<file path="src/hdl/ssnco_pkg.sv">
// ssnco_pkg: shared types, constants and the sine magnitude function for the
// stereo sine oscillator. No dependencies.
`default_nettype none

package ssnco_pkg;

    // default geometry
    localparam int unsigned BUFFER_LEN_DEF       = 512;
    localparam int unsigned SINE_TABLE_DEPTH_DEF = 1024;
    localparam int unsigned PHASE_BITS_DEF       = 32;

    // result queue depth, power of two
    localparam int unsigned QUEUE_DEPTH = 8;

    // configuration register reset values
    localparam logic [31:0] TARGET_LEFT_RST  = 32'd25643188;
    localparam logic [31:0] TARGET_RIGHT_RST = 32'd38177487;

    // glide weight taken from the target, 0.05 in Q0.16
    localparam logic [12:0] GLIDE_TAKE  = 13'd3277;
    localparam int unsigned GLIDE_SHIFT = 16;

    // volume and amplitude limits
    localparam logic [15:0] FULL_VOLUME = 16'h8000;
    localparam logic [14:0] MAX_MAG     = 15'd32767;

    // quarter turn in radians, Q30
    localparam logic [63:0] HALF_PI_Q30 = 64'd1686629713;

    // configuration register indexes
    typedef enum logic [0:0] {
        CFG_TARGET_LEFT  = 1'b0,
        CFG_TARGET_RIGHT = 1'b1
    } t_cfg_idx;

    // control bits that travel with a request down the pipeline
    typedef struct packed {
        logic valid;
        logic first;
    } t_stage;

    // one result as held in the output queue
    typedef struct packed {
        logic        first;
        logic [15:0] left;
        logic [15:0] right;
    } t_result;

    // magnitude of the sine for quarter-wave entry k of 2^qbits entries,
    // amplitude 32767, from an eleventh-order odd series in Q30
    function automatic logic [14:0] sine_mag(input int unsigned k,
                                             input int unsigned qbits);
        logic        [63:0] r;
        logic        [63:0] x;
        logic        [63:0] x2;
        logic        [63:0] term;
        logic signed [63:0] sum;
        logic        [63:0] mag;
        r    = 64'(k) << (30 - qbits);
        x    = (r * HALF_PI_Q30) >> 30;
        x2   = (x * x) >> 30;
        term = x;
        sum  = signed'(x);
        term = ((term * x2) >> 30) / 64'd6;
        sum  = sum - signed'(term);
        term = ((term * x2) >> 30) / 64'd20;
        sum  = sum + signed'(term);
        term = ((term * x2) >> 30) / 64'd42;
        sum  = sum - signed'(term);
        term = ((term * x2) >> 30) / 64'd72;
        sum  = sum + signed'(term);
        term = ((term * x2) >> 30) / 64'd110;
        sum  = sum - signed'(term);
        if (sum < 0) begin
            sum = '0;
        end
        mag = ((64'(sum) * 64'd32767) + (64'd1 << 29)) >> 30;
        if (mag > 64'(MAX_MAG)) begin
            mag = 64'(MAX_MAG);
        end
        return mag[14:0];
    endfunction

endpackage

`default_nettype wire

</file>
<file path="src/hdl/ssnco_glide.sv">
// ssnco_glide: per-buffer position counter and the two phase steps that
// glide toward their targets at the start of each buffer. Uses ssnco_pkg.
`default_nettype none

module ssnco_glide #(
    parameter int unsigned BUFFER_LEN = ssnco_pkg::BUFFER_LEN_DEF,
    parameter int unsigned PHASE_BITS = ssnco_pkg::PHASE_BITS_DEF
) (
    input  wire logic                  i_clk,
    input  wire logic                  i_rst_n,
    input  wire logic                  i_accept,
    input  wire logic [31:0]           i_target_left,
    input  wire logic [31:0]           i_target_right,
    output logic      [PHASE_BITS-1:0] o_step_left,
    output logic      [PHASE_BITS-1:0] o_step_right,
    output logic                       o_first
);

    localparam int unsigned POS_W = (BUFFER_LEN > 1) ? $clog2(BUFFER_LEN) : 1;
    localparam logic [POS_W-1:0] POS_LAST = POS_W'(BUFFER_LEN - 1);

    logic [POS_W-1:0]      r_pos;
    logic [POS_W-1:0]      n_pos;
    logic [PHASE_BITS-1:0] r_step_left;
    logic [PHASE_BITS-1:0] r_step_right;
    logic [PHASE_BITS-1:0] n_step_left;
    logic [PHASE_BITS-1:0] n_step_right;

    // step + floor((target - step) * 0.05), same as step*0.95 + target*0.05
    function automatic logic [PHASE_BITS-1:0] glide(input logic [PHASE_BITS-1:0] step,
                                                    input logic [31:0] target);
        logic signed [PHASE_BITS:0]    diff;
        logic signed [PHASE_BITS+13:0] prod;
        logic signed [PHASE_BITS+13:0] shifted;
        diff    = signed'({1'b0, PHASE_BITS'(target)}) - signed'({1'b0, step});
        prod    = diff * signed'(ssnco_pkg::GLIDE_TAKE);
        shifted = prod >>> ssnco_pkg::GLIDE_SHIFT;
        return step + shifted[PHASE_BITS-1:0];
    endfunction

    // start of buffer
    assign o_first = (r_pos == '0);

    // next position and steps
    always_comb begin
        n_pos        = r_pos;
        n_step_left  = r_step_left;
        n_step_right = r_step_right;
        if (i_accept) begin
            n_pos = (r_pos == POS_LAST) ? '0 : r_pos + 1'b1;
            if (o_first) begin
                n_step_left  = glide(r_step_left, i_target_left);
                n_step_right = glide(r_step_right, i_target_right);
            end
        end
    end

    // state registers
    always_ff @(posedge i_clk) begin
        if (!i_rst_n) begin
            r_pos        <= '0;
            r_step_left  <= '0;
            r_step_right <= '0;
        end else begin
            r_pos        <= n_pos;
            r_step_left  <= n_step_left;
            r_step_right <= n_step_right;
        end
    end

    assign o_step_left  = r_step_left;
    assign o_step_right = r_step_right;

endmodule

`default_nettype wire

</file>
<file path="src/hdl/ssnco_osc.sv">
// ssnco_osc: one channel: phase accumulator, quarter-wave sine lookup and
// volume scaling, three register stages. Uses ssnco_pkg.
`default_nettype none

module ssnco_osc #(
    parameter int unsigned SINE_TABLE_DEPTH = ssnco_pkg::SINE_TABLE_DEPTH_DEF,
    parameter int unsigned PHASE_BITS       = ssnco_pkg::PHASE_BITS_DEF
) (
    input  wire logic                  i_clk,
    input  wire logic                  i_rst_n,
    input  wire logic                  i_adv,
    input  wire logic [PHASE_BITS-1:0] i_step,
    input  wire logic [15:0]           i_vol,
    output logic      [15:0]           o_sample
);

    localparam int unsigned IDX_W  = $clog2(SINE_TABLE_DEPTH);
    localparam int unsigned LOG2Q  = IDX_W - 2;
    localparam int unsigned QUARTER = SINE_TABLE_DEPTH / 4;

    logic [PHASE_BITS-1:0] r_phase;
    logic [15:0]           r_vol2;
    logic [14:0]           r_mag3;
    logic                  r_neg3;
    logic [15:0]           r_vol3;
    logic [15:0]           r_sample4;

    logic [14:0]      w_rom [QUARTER];
    logic [IDX_W-1:0] w_idx;
    logic [1:0]       w_quad;
    logic [LOG2Q:0]   w_rr;
    logic [14:0]      w_mag;
    logic [15:0]      w_vol_sat;
    logic [30:0]      w_prod;
    logic [15:0]      w_scaled;

    // quarter-wave table, constant
    for (genvar g = 0; g < QUARTER; g++) begin : g_rom
        assign w_rom[g] = ssnco_pkg::sine_mag(g, LOG2Q);
    end

    // phase accumulator, natural wrap
    always_ff @(posedge i_clk) begin
        if (!i_rst_n) begin
            r_phase <= '0;
        end else if (i_adv) begin
            r_phase <= r_phase + i_step;
        end
    end

    always_ff @(posedge i_clk) begin
        if (i_adv) begin
            r_vol2 <= i_vol;
        end
    end

    // fold the table index into the first quadrant
    assign w_idx  = r_phase[PHASE_BITS-1 -: IDX_W];
    assign w_quad = w_idx[IDX_W-1 -: 2];
    assign w_rr   = w_quad[0] ? ({1'b1, {LOG2Q{1'b0}}} - {1'b0, w_idx[LOG2Q-1:0]})
                              : {1'b0, w_idx[LOG2Q-1:0]};
    assign w_mag  = w_rr[LOG2Q] ? ssnco_pkg::MAX_MAG : w_rom[w_rr[LOG2Q-1:0]];

    // volume saturates at full scale
    assign w_vol_sat = (r_vol2 > ssnco_pkg::FULL_VOLUME) ? ssnco_pkg::FULL_VOLUME : r_vol2;

    always_ff @(posedge i_clk) begin
        r_mag3 <= w_mag;
        r_neg3 <= w_quad[1];
        r_vol3 <= w_vol_sat;
    end

    // scale, truncating toward zero, then restore the sign
    assign w_prod   = 31'(r_mag3) * 31'(r_vol3);
    assign w_scaled = w_prod[30:15];

    always_ff @(posedge i_clk) begin
        r_sample4 <= r_neg3 ? (16'd0 - w_scaled) : w_scaled;
    end

    assign o_sample = r_sample4;

endmodule

`default_nettype wire

</file>
<file path="src/hdl/ssnco_out_fifo.sv">
// ssnco_out_fifo: small show-ahead queue that holds finished results until
// they are taken. Uses ssnco_pkg for the result type.
`default_nettype none

module ssnco_out_fifo #(
    parameter int unsigned DEPTH = ssnco_pkg::QUEUE_DEPTH
) (
    input  wire logic                i_clk,
    input  wire logic                i_rst_n,
    input  wire logic                i_wr,
    input  wire ssnco_pkg::t_result  i_wdata,
    input  wire logic                i_rd,
    output ssnco_pkg::t_result       o_rdata,
    output logic                     o_valid,
    output logic                     o_full
);

    localparam int unsigned PTR_W  = $clog2(DEPTH);
    localparam int unsigned FILL_W = $clog2(DEPTH + 1);
    localparam logic [FILL_W-1:0] FILL_MAX = FILL_W'(DEPTH);

    ssnco_pkg::t_result r_mem [DEPTH];
    logic [PTR_W-1:0]   r_wr_ptr;
    logic [PTR_W-1:0]   r_rd_ptr;
    logic [FILL_W-1:0]  r_fill;
    logic               w_rd;

    assign o_valid = (r_fill != '0);
    assign o_full  = (r_fill == FILL_MAX);
    assign w_rd    = i_rd && o_valid;
    assign o_rdata = r_mem[r_rd_ptr];

    // storage
    always_ff @(posedge i_clk) begin
        if (i_wr) begin
            r_mem[r_wr_ptr] <= i_wdata;
        end
    end

    // pointers and fill level
    always_ff @(posedge i_clk) begin
        if (!i_rst_n) begin
            r_wr_ptr <= '0;
            r_rd_ptr <= '0;
            r_fill   <= '0;
        end else begin
            if (i_wr) begin
                r_wr_ptr <= r_wr_ptr + 1'b1;
            end
            if (w_rd) begin
                r_rd_ptr <= r_rd_ptr + 1'b1;
            end
            r_fill <= r_fill + FILL_W'(i_wr) - FILL_W'(w_rd);
        end
    end

endmodule

`default_nettype wire

</file>
<file path="src/hdl/stereo_sine_nco_with_glide_core.sv">
// stereo_sine_nco_with_glide_core: top level of the stereo sine oscillator.
// Depends on ssnco_pkg, ssnco_glide, ssnco_osc and ssnco_out_fifo.
`default_nettype none

// Two-channel DDS sine oscillator. Each accepted request (a pair of Q1.15
// volumes) yields exactly one result: left and right signed samples plus a
// flag that marks the first sample of a buffer of BUFFER_LEN samples, where
// both phase steps have just glided 5% toward their target registers. One
// request is taken every clock cycle while ready is high; a request passes the
// input, phase, table and sample registers into the output queue, and up to
// QUEUE_DEPTH (8) requests may be in flight or waiting in the output queue
// before ready drops. The glide update and the phase accumulator set that
// rate. SINE_TABLE_DEPTH must be a power of two; the table is stored as one
// quarter wave. The user must write targets through the plain write port only
// while no request is outstanding; the block itself does not enforce this.
module stereo_sine_nco_with_glide_core #(
    parameter int unsigned BUFFER_LEN       = ssnco_pkg::BUFFER_LEN_DEF,
    parameter int unsigned SINE_TABLE_DEPTH = ssnco_pkg::SINE_TABLE_DEPTH_DEF,
    parameter int unsigned PHASE_BITS       = ssnco_pkg::PHASE_BITS_DEF
) (
    input  wire logic        i_clk,
    input  wire logic        i_rst_n,
    // request channel
    input  wire logic        i_valid,
    output logic             o_ready,
    input  wire logic [15:0] i_volume_left,
    input  wire logic [15:0] i_volume_right,
    // result channel
    output logic             o_valid,
    input  wire logic        i_ready,
    output logic [15:0]      o_sample_left,
    output logic [15:0]      o_sample_right,
    output logic             o_buffer_first,
    // configuration write port
    input  wire logic        i_cfg_we,
    input  wire logic [0:0]  i_cfg_idx,
    input  wire logic [31:0] i_cfg_wdata
);

    localparam int unsigned QD      = ssnco_pkg::QUEUE_DEPTH;
    localparam int unsigned CRED_W  = $clog2(QD + 1);
    localparam logic [CRED_W-1:0] CRED_MAX = CRED_W'(QD);

    logic [31:0]        r_target_left;
    logic [31:0]        r_target_right;
    logic [CRED_W-1:0]  r_credit;
    ssnco_pkg::t_stage  r_s1;
    ssnco_pkg::t_stage  r_s2;
    ssnco_pkg::t_stage  r_s3;
    ssnco_pkg::t_stage  r_s4;
    logic [15:0]        r_vol_left;
    logic [15:0]        r_vol_right;

    logic                  w_accept;
    logic                  w_pop;
    logic                  w_first;
    logic [PHASE_BITS-1:0] w_step_left;
    logic [PHASE_BITS-1:0] w_step_right;
    logic [15:0]           w_sample_left;
    logic [15:0]           w_sample_right;
    ssnco_pkg::t_result    w_wdata;
    ssnco_pkg::t_result    w_rdata;
    logic                  w_fifo_valid;
    logic                  w_fifo_full;

    // handshakes
    assign o_ready  = (r_credit < CRED_MAX);
    assign w_accept = i_valid && o_ready;
    assign w_pop    = w_fifo_valid && i_ready;

    // configuration registers
    always_ff @(posedge i_clk) begin
        if (!i_rst_n) begin
            r_target_left  <= ssnco_pkg::TARGET_LEFT_RST;
            r_target_right <= ssnco_pkg::TARGET_RIGHT_RST;
        end else if (i_cfg_we) begin
            unique case (ssnco_pkg::t_cfg_idx'(i_cfg_idx))
                ssnco_pkg::CFG_TARGET_LEFT:  r_target_left  <= i_cfg_wdata;
                ssnco_pkg::CFG_TARGET_RIGHT: r_target_right <= i_cfg_wdata;
            endcase
        end
    end

    // requests in flight or queued
    always_ff @(posedge i_clk) begin
        if (!i_rst_n) begin
            r_credit <= '0;
        end else begin
            r_credit <= r_credit + CRED_W'(w_accept) - CRED_W'(w_pop);
        end
    end

    // step glide and buffer position
    ssnco_glide #(
        .BUFFER_LEN (BUFFER_LEN),
        .PHASE_BITS (PHASE_BITS)
    ) u_glide (
        .i_clk          (i_clk),
        .i_rst_n        (i_rst_n),
        .i_accept       (w_accept),
        .i_target_left  (r_target_left),
        .i_target_right (r_target_right),
        .o_step_left    (w_step_left),
        .o_step_right   (w_step_right),
        .o_first        (w_first)
    );

    // input register
    always_ff @(posedge i_clk) begin
        if (w_accept) begin
            r_vol_left  <= i_volume_left;
            r_vol_right <= i_volume_right;
        end
    end

    // pipeline control
    always_ff @(posedge i_clk) begin
        if (!i_rst_n) begin
            r_s1 <= '0;
            r_s2 <= '0;
            r_s3 <= '0;
            r_s4 <= '0;
        end else begin
            r_s1 <= '{valid: w_accept, first: w_first};
            r_s2 <= r_s1;
            r_s3 <= r_s2;
            r_s4 <= r_s3;
        end
    end

    // channels
    ssnco_osc #(
        .SINE_TABLE_DEPTH (SINE_TABLE_DEPTH),
        .PHASE_BITS       (PHASE_BITS)
    ) u_osc_left (
        .i_clk    (i_clk),
        .i_rst_n  (i_rst_n),
        .i_adv    (r_s1.valid),
        .i_step   (w_step_left),
        .i_vol    (r_vol_left),
        .o_sample (w_sample_left)
    );

    ssnco_osc #(
        .SINE_TABLE_DEPTH (SINE_TABLE_DEPTH),
        .PHASE_BITS       (PHASE_BITS)
    ) u_osc_right (
        .i_clk    (i_clk),
        .i_rst_n  (i_rst_n),
        .i_adv    (r_s1.valid),
        .i_step   (w_step_right),
        .i_vol    (r_vol_right),
        .o_sample (w_sample_right)
    );

    // result queue
    assign w_wdata = '{first: r_s4.first, left: w_sample_left, right: w_sample_right};

    ssnco_out_fifo #(
        .DEPTH (QD)
    ) u_out_fifo (
        .i_clk   (i_clk),
        .i_rst_n (i_rst_n),
        .i_wr    (r_s4.valid),
        .i_wdata (w_wdata),
        .i_rd    (i_ready),
        .o_rdata (w_rdata),
        .o_valid (w_fifo_valid),
        .o_full  (w_fifo_full)
    );

    assign o_valid        = w_fifo_valid;
    assign o_sample_left  = w_rdata.left;
    assign o_sample_right = w_rdata.right;
    assign o_buffer_first = w_rdata.first;

`ifndef SYNTHESIS
    // credit scheme keeps the queue from overflowing
    a_no_overflow: assert property (@(posedge i_clk) disable iff (!i_rst_n)
        r_s4.valid |-> !w_fifo_full)
        else $error("result written into a full queue");

    // a request enters the pipeline only through the handshake
    a_s1_from_accept: assert property (@(posedge i_clk) disable iff (!i_rst_n)
        r_s1.valid |-> $past(i_valid && o_ready))
        else $error("pipeline stage filled without an accepted request");

    // a queued result is always covered by a credit
    a_credit_cover: assert property (@(posedge i_clk) disable iff (!i_rst_n)
        w_fifo_valid |-> (r_credit != '0))
        else $error("queued result without outstanding credit");

    // credits only return when a result leaves
    a_credit_return: assert property (@(posedge i_clk) disable iff (!i_rst_n)
        (!w_accept && !w_pop) |=> $stable(r_credit))
        else $error("credit count moved without a handshake");
`endif

endmodule

`default_nettype wire

</file>
<file path="config.mk">
export PLATFORM = sky130hd
export DESIGN_NAME = stereo_sine_nco_with_glide_core
export DESIGN_NICKNAME = d
export VERILOG_FILES = /design/src/hdl/ssnco_pkg.sv /design/src/hdl/ssnco_glide.sv /design/src/hdl/ssnco_osc.sv /design/src/hdl/ssnco_out_fifo.sv /design/src/hdl/stereo_sine_nco_with_glide_core.sv
export SDC_FILE = /design/constraint.sdc
export NUM_CORES = 2
export LEC_CHECK = 0
export BUFFER_PORTS_ARGS = -buffer_cell sky130_fd_sc_hd__buf_4
export CORE_MARGIN = 2
export CORE_UTILIZATION = 47
export CTS_CLUSTER_SIZE = 16
export DETAILED_ROUTE_END_ITERATION = 10
export PLACE_DENSITY = 0.75
export SLEW_MARGIN = 0
export SYNTH_ARGS = -nofsm -noshare
export SYNTH_HDL_FRONTEND = slang
export SYNTH_SLANG_ARGS = --single-unit
</file>
<file path="constraint.sdc">
create_clock -name i_clk -period 9.9 [get_ports i_clk]
set_input_delay 0.495 -clock i_clk [delete_from_list [all_inputs] [get_ports i_clk]]
set_output_delay 0.495 -clock i_clk [all_outputs]
set_load 0.05 [all_outputs]
</file>
==> impl_summary.txt <==
----------------------------------------------------
[Logic synthesis]
  Warnings from Yosys ... 0
  Post-synth cell types ... 103
  Flip-flop and latch count after synthesis ... 650
  Post-synth EDFFs ... around 330
  Gate Count Post-Synth ... between 7000 and 8000
  Post-Synthesis Net Count ... 8987
  Area leader, netlist ... sky130_fd_sc_hd__fa_1
  Synthesized-area fraction occupied by and/or/nand/nor cells ... 13.40%
  Proportion of synthesized chip area in sequential cells ... a little under a quarter
  Dominant synthesized flop cell ... sky130_fd_sc_hd__edfxtp_1
  Top-area cell type share of the netlist area ... 18.51%
  Post-synthesis compound-gate area fraction ... 15.32%
  Mean instance size in the synthesized netlist ... 9.045 µm²
  Synth Cell Area ... between 60000 and 70000 µm²
  Synth area leaders ... sky130_fd_sc_hd__fa_1 (19%), sky130_fd_sc_hd__edfxtp_1 (14%), sky130_fd_sc_hd__ha_1 (13%)
  Multiplexer fraction of the synthesized cell area ... 3.669%
  Xor/xnor cell area share of the yosys netlist ... 4.680%
  Adder-cell share of the synthesized area ... 31.32%
  Main combinational cell family by area after synthesis ... adder cells
  Share of synthesized registers carrying an async set or reset ... 0%

[Worst setup path]
  Signal arrival time at the worst endpoint ... 10260 ps
  Critical-path top delay cell ... sky130_fd_sc_hd__fa_1
  Critical Path Start Type ... flip-flop
  Critical-path maximum fanout ... 3
  Library cell appearing most often on the critical path ... sky130_fd_sc_hd__a21o_1
  CP Capture Type ... flip-flop
  Stage delay of the slowest cell on the critical path ... 520 ps
  Worst setup path class ... flip-flop to flip-flop
  Endpoint required time on the critical path ... ~10000 ps
  Reg2reg path depth ... 48

[STA]
  Number of max-slew violations in the final report ... 0
  Setup TNS ... 0 ps
  Final setup violation count ... 0
  Final period util ... 98.40%
  Clock tree skew after final layout ... 49.63 ps
  Minimum clock period after layout ... slightly below 10000 ps
  Hold violation total from the final report ... 0
  Highest Clock Rate ... 102.6 MHz
  Slew headroom ... 14.49%
  Unrepaired setup endpoints after global routing ... yes
  Measured slew at the worst slew-check pin ... around 1300 ps

[Placed design]
  Placed wire-length estimate ... 142300 µm
  Routability congestion estimate ... 1.015
  Port-buffer cells ... 104

[Die]
  # IOs ... 105
  Chip Height ... slightly below 400 µm
  Starting Density ... between 40% and 50%
  Floorplan row count ... 140
  Horizontal die dimension ... around 390 µm
  Die area ... 149000 µm²
  Core ar. ... ~150000 µm²

[CTS]
  Clock slew seen by the registers of the worst setup and hold paths ... 60 ps
  Worst-skew pair later-pin latency ... 660 ps
  CTS tree ... built
  Total CTS buffers ... 69
  Number of buffers on the longest clock path ... 3
  CTS Root Cell ... sky130_fd_sc_hd__clkbuf_16
  Deepest level of the CTS H-tree ... 3
  Total clock sinks ... 650

[Cells and area]
  Layout Area Growth over Synthesis ... 10.55%
  Filler Cell Count ... roughly 13000
  Commonest cells after routing, fill and taps aside ... sky130_fd_sc_hd__inv_1 (1056), sky130_fd_sc_hd__nand2_1 (839), sky130_fd_sc_hd__ha_1 (674)
  Most common cell after layout, fill and taps aside ... sky130_fd_sc_hd__inv_1
  Register area ... 16310 µm²
  Layout cells sized above 1 ... 9.965%
  Final net count ... between 9000 and 10000
  Final antenna diode count ... 0
  Area occupied by multi-input gates ... 48130 µm²

[Route]
  Antenna-violating nets left ... 0
  Total number of vias ... 56250
  DR WL/cell ... 20.18 µm
  Pre-antenna DRT Iters ... 8
  Total wire length after detailed routing ... 193600 µm
  DRC marker count from the first detailed-route iteration ... 5583
  Avg Vias per Cell ... between 5 and 6
  DRC violations left ... 0

[Worst hold path]
  Hold Path Depth ... 1
  Worst hold path type ... input port to flip-flop

[Global routing]
  Number of global-route vias before repair ... 57030
  Maximum number of pins on one net before global-route repair ... 96
  Global-route wire length before repair ... 308400 µm
  Residual overflow from global routing ... 0
  All-layer global routing usage ... between 20 and 30%
  Antenna violations before repair ... 2

[Outcome]
  Outcome ... finished clean

[Run]
  Max-capacitance violation count ... 0

----------------------------------------------------
[cell type report]
cell class                 count  area share [%]
timing repair buffer         317           3.214
multi-input combinational   5506           63.49
clock inverter                36          0.7312
clock buffer                  90           2.530
tap                         1917           3.164
inverter                    1078           5.348
sequential                   650           21.52
[through the flow]
stage | util [%] | instances | worst slack (ps) | hold WS (ps) | instance area (µm²)
after floorplan | - | 7581 | 242.8 | 342.8 | 68570
after global placement | 49.49 | 9414 | -1.617 | 356.6 | 71860
after detailed placement | 49.49 | 9414 | -164.3 | 356.3 | 71860
final | 52.20 | 9594 | 158.1 | 29.23 | 75810
after global routing | 52.20 | 9594 | -247.3 | 1.137 | 75810
after CTS | 51.35 | 9557 | -6.657 | 1.130 | 74570
[per-layer routing]
layer,part of all wire [%],wire (µm),track usage (%)
met1,42,80380,33.91
met2,46,89700,42.03
met3,8.0,15560,4.736
met4,4.1,7950,9.749
met5,0.0083,16,0
[synth_stat cells (all sizes together) (113+ instances only)]
master	instances
a21o	171
a21oi	494
and2	219
clkbuf	266
dfxtp	322
edfxtp	328
fa	634
ha	702
inv	1075
nand2	843
nand3	129
nor2	434
nor3	113
o21ai	350
xnor2	218
xor2	145
[path summary, 6_finish.rpt]
check | startpoint | endpoint | slack [ps]
worst max-delay path | r_target_left[0] | u_glide.o_step_left[30] | 160
worst min-delay path | i_volume_right[13] | r_vol_right[13] | 30
worst max register to register | r_target_left[0] | u_glide.o_step_left[30] | 160
worst min register to register | u_osc_right.r_phase[31] | u_osc_right.r_neg3 | 370
[critical path: cells and delay by family (launching register included)]
family	cells	cell delay, ps
buffers and inverters	10	830
DFF	1	320
xor gates and xnor gates	2	430
AOI/OAI and AO/OA	22	4230
and+or+nand+nor	5	610
adders and majority gates	9	3150
[cells by family (layout without fill, tap and decap cells)]
kind of cell / after synthesis / in the layout
AOI/OAI and AO/OA: 1632 / 1632
xor gates and xnor gates: 364 / 364
adders and majority gates: 1336 / 1336
buffers and inverters: 1425 / 1521
DFF: 650 / 650
muxes: 158 / 158
and+or+nand+nor: 2016 / 2016
[flip-flops by register name (all words and copies together), names as in the netlist, 9 cells and up, named ones only]
register	count
r_target_left	32
r_target_right	32
r_vol_left	16
r_vol_right	16
u_glide.o_step_left	32
u_glide.o_step_right	32
u_glide.r_pos	9
u_osc_left.o_sample	16
u_osc_left.r_mag3	15
u_osc_left.r_phase	32
u_osc_left.r_vol2	16
u_osc_left.r_vol3	16
u_osc_right.o_sample	16
u_osc_right.r_mag3	15
u_osc_right.r_phase	32
u_osc_right.r_vol2	16
u_osc_right.r_vol3	16
u_out_fifo.r_mem	264
[repair_timing]
action | in CTS | in global routing
pin swaps | 1 | 107
hold buffers | 17 | 1
setup endpoints to repair | 4 | 21
hold endpoints to repair | 17 | 1
setup buffers | 0 | 37
gates resized for setup | 13 | 185
Power is not shown: default switching activity piles up to over one toggle a cycle in this logic, so the estimate is an artifact.
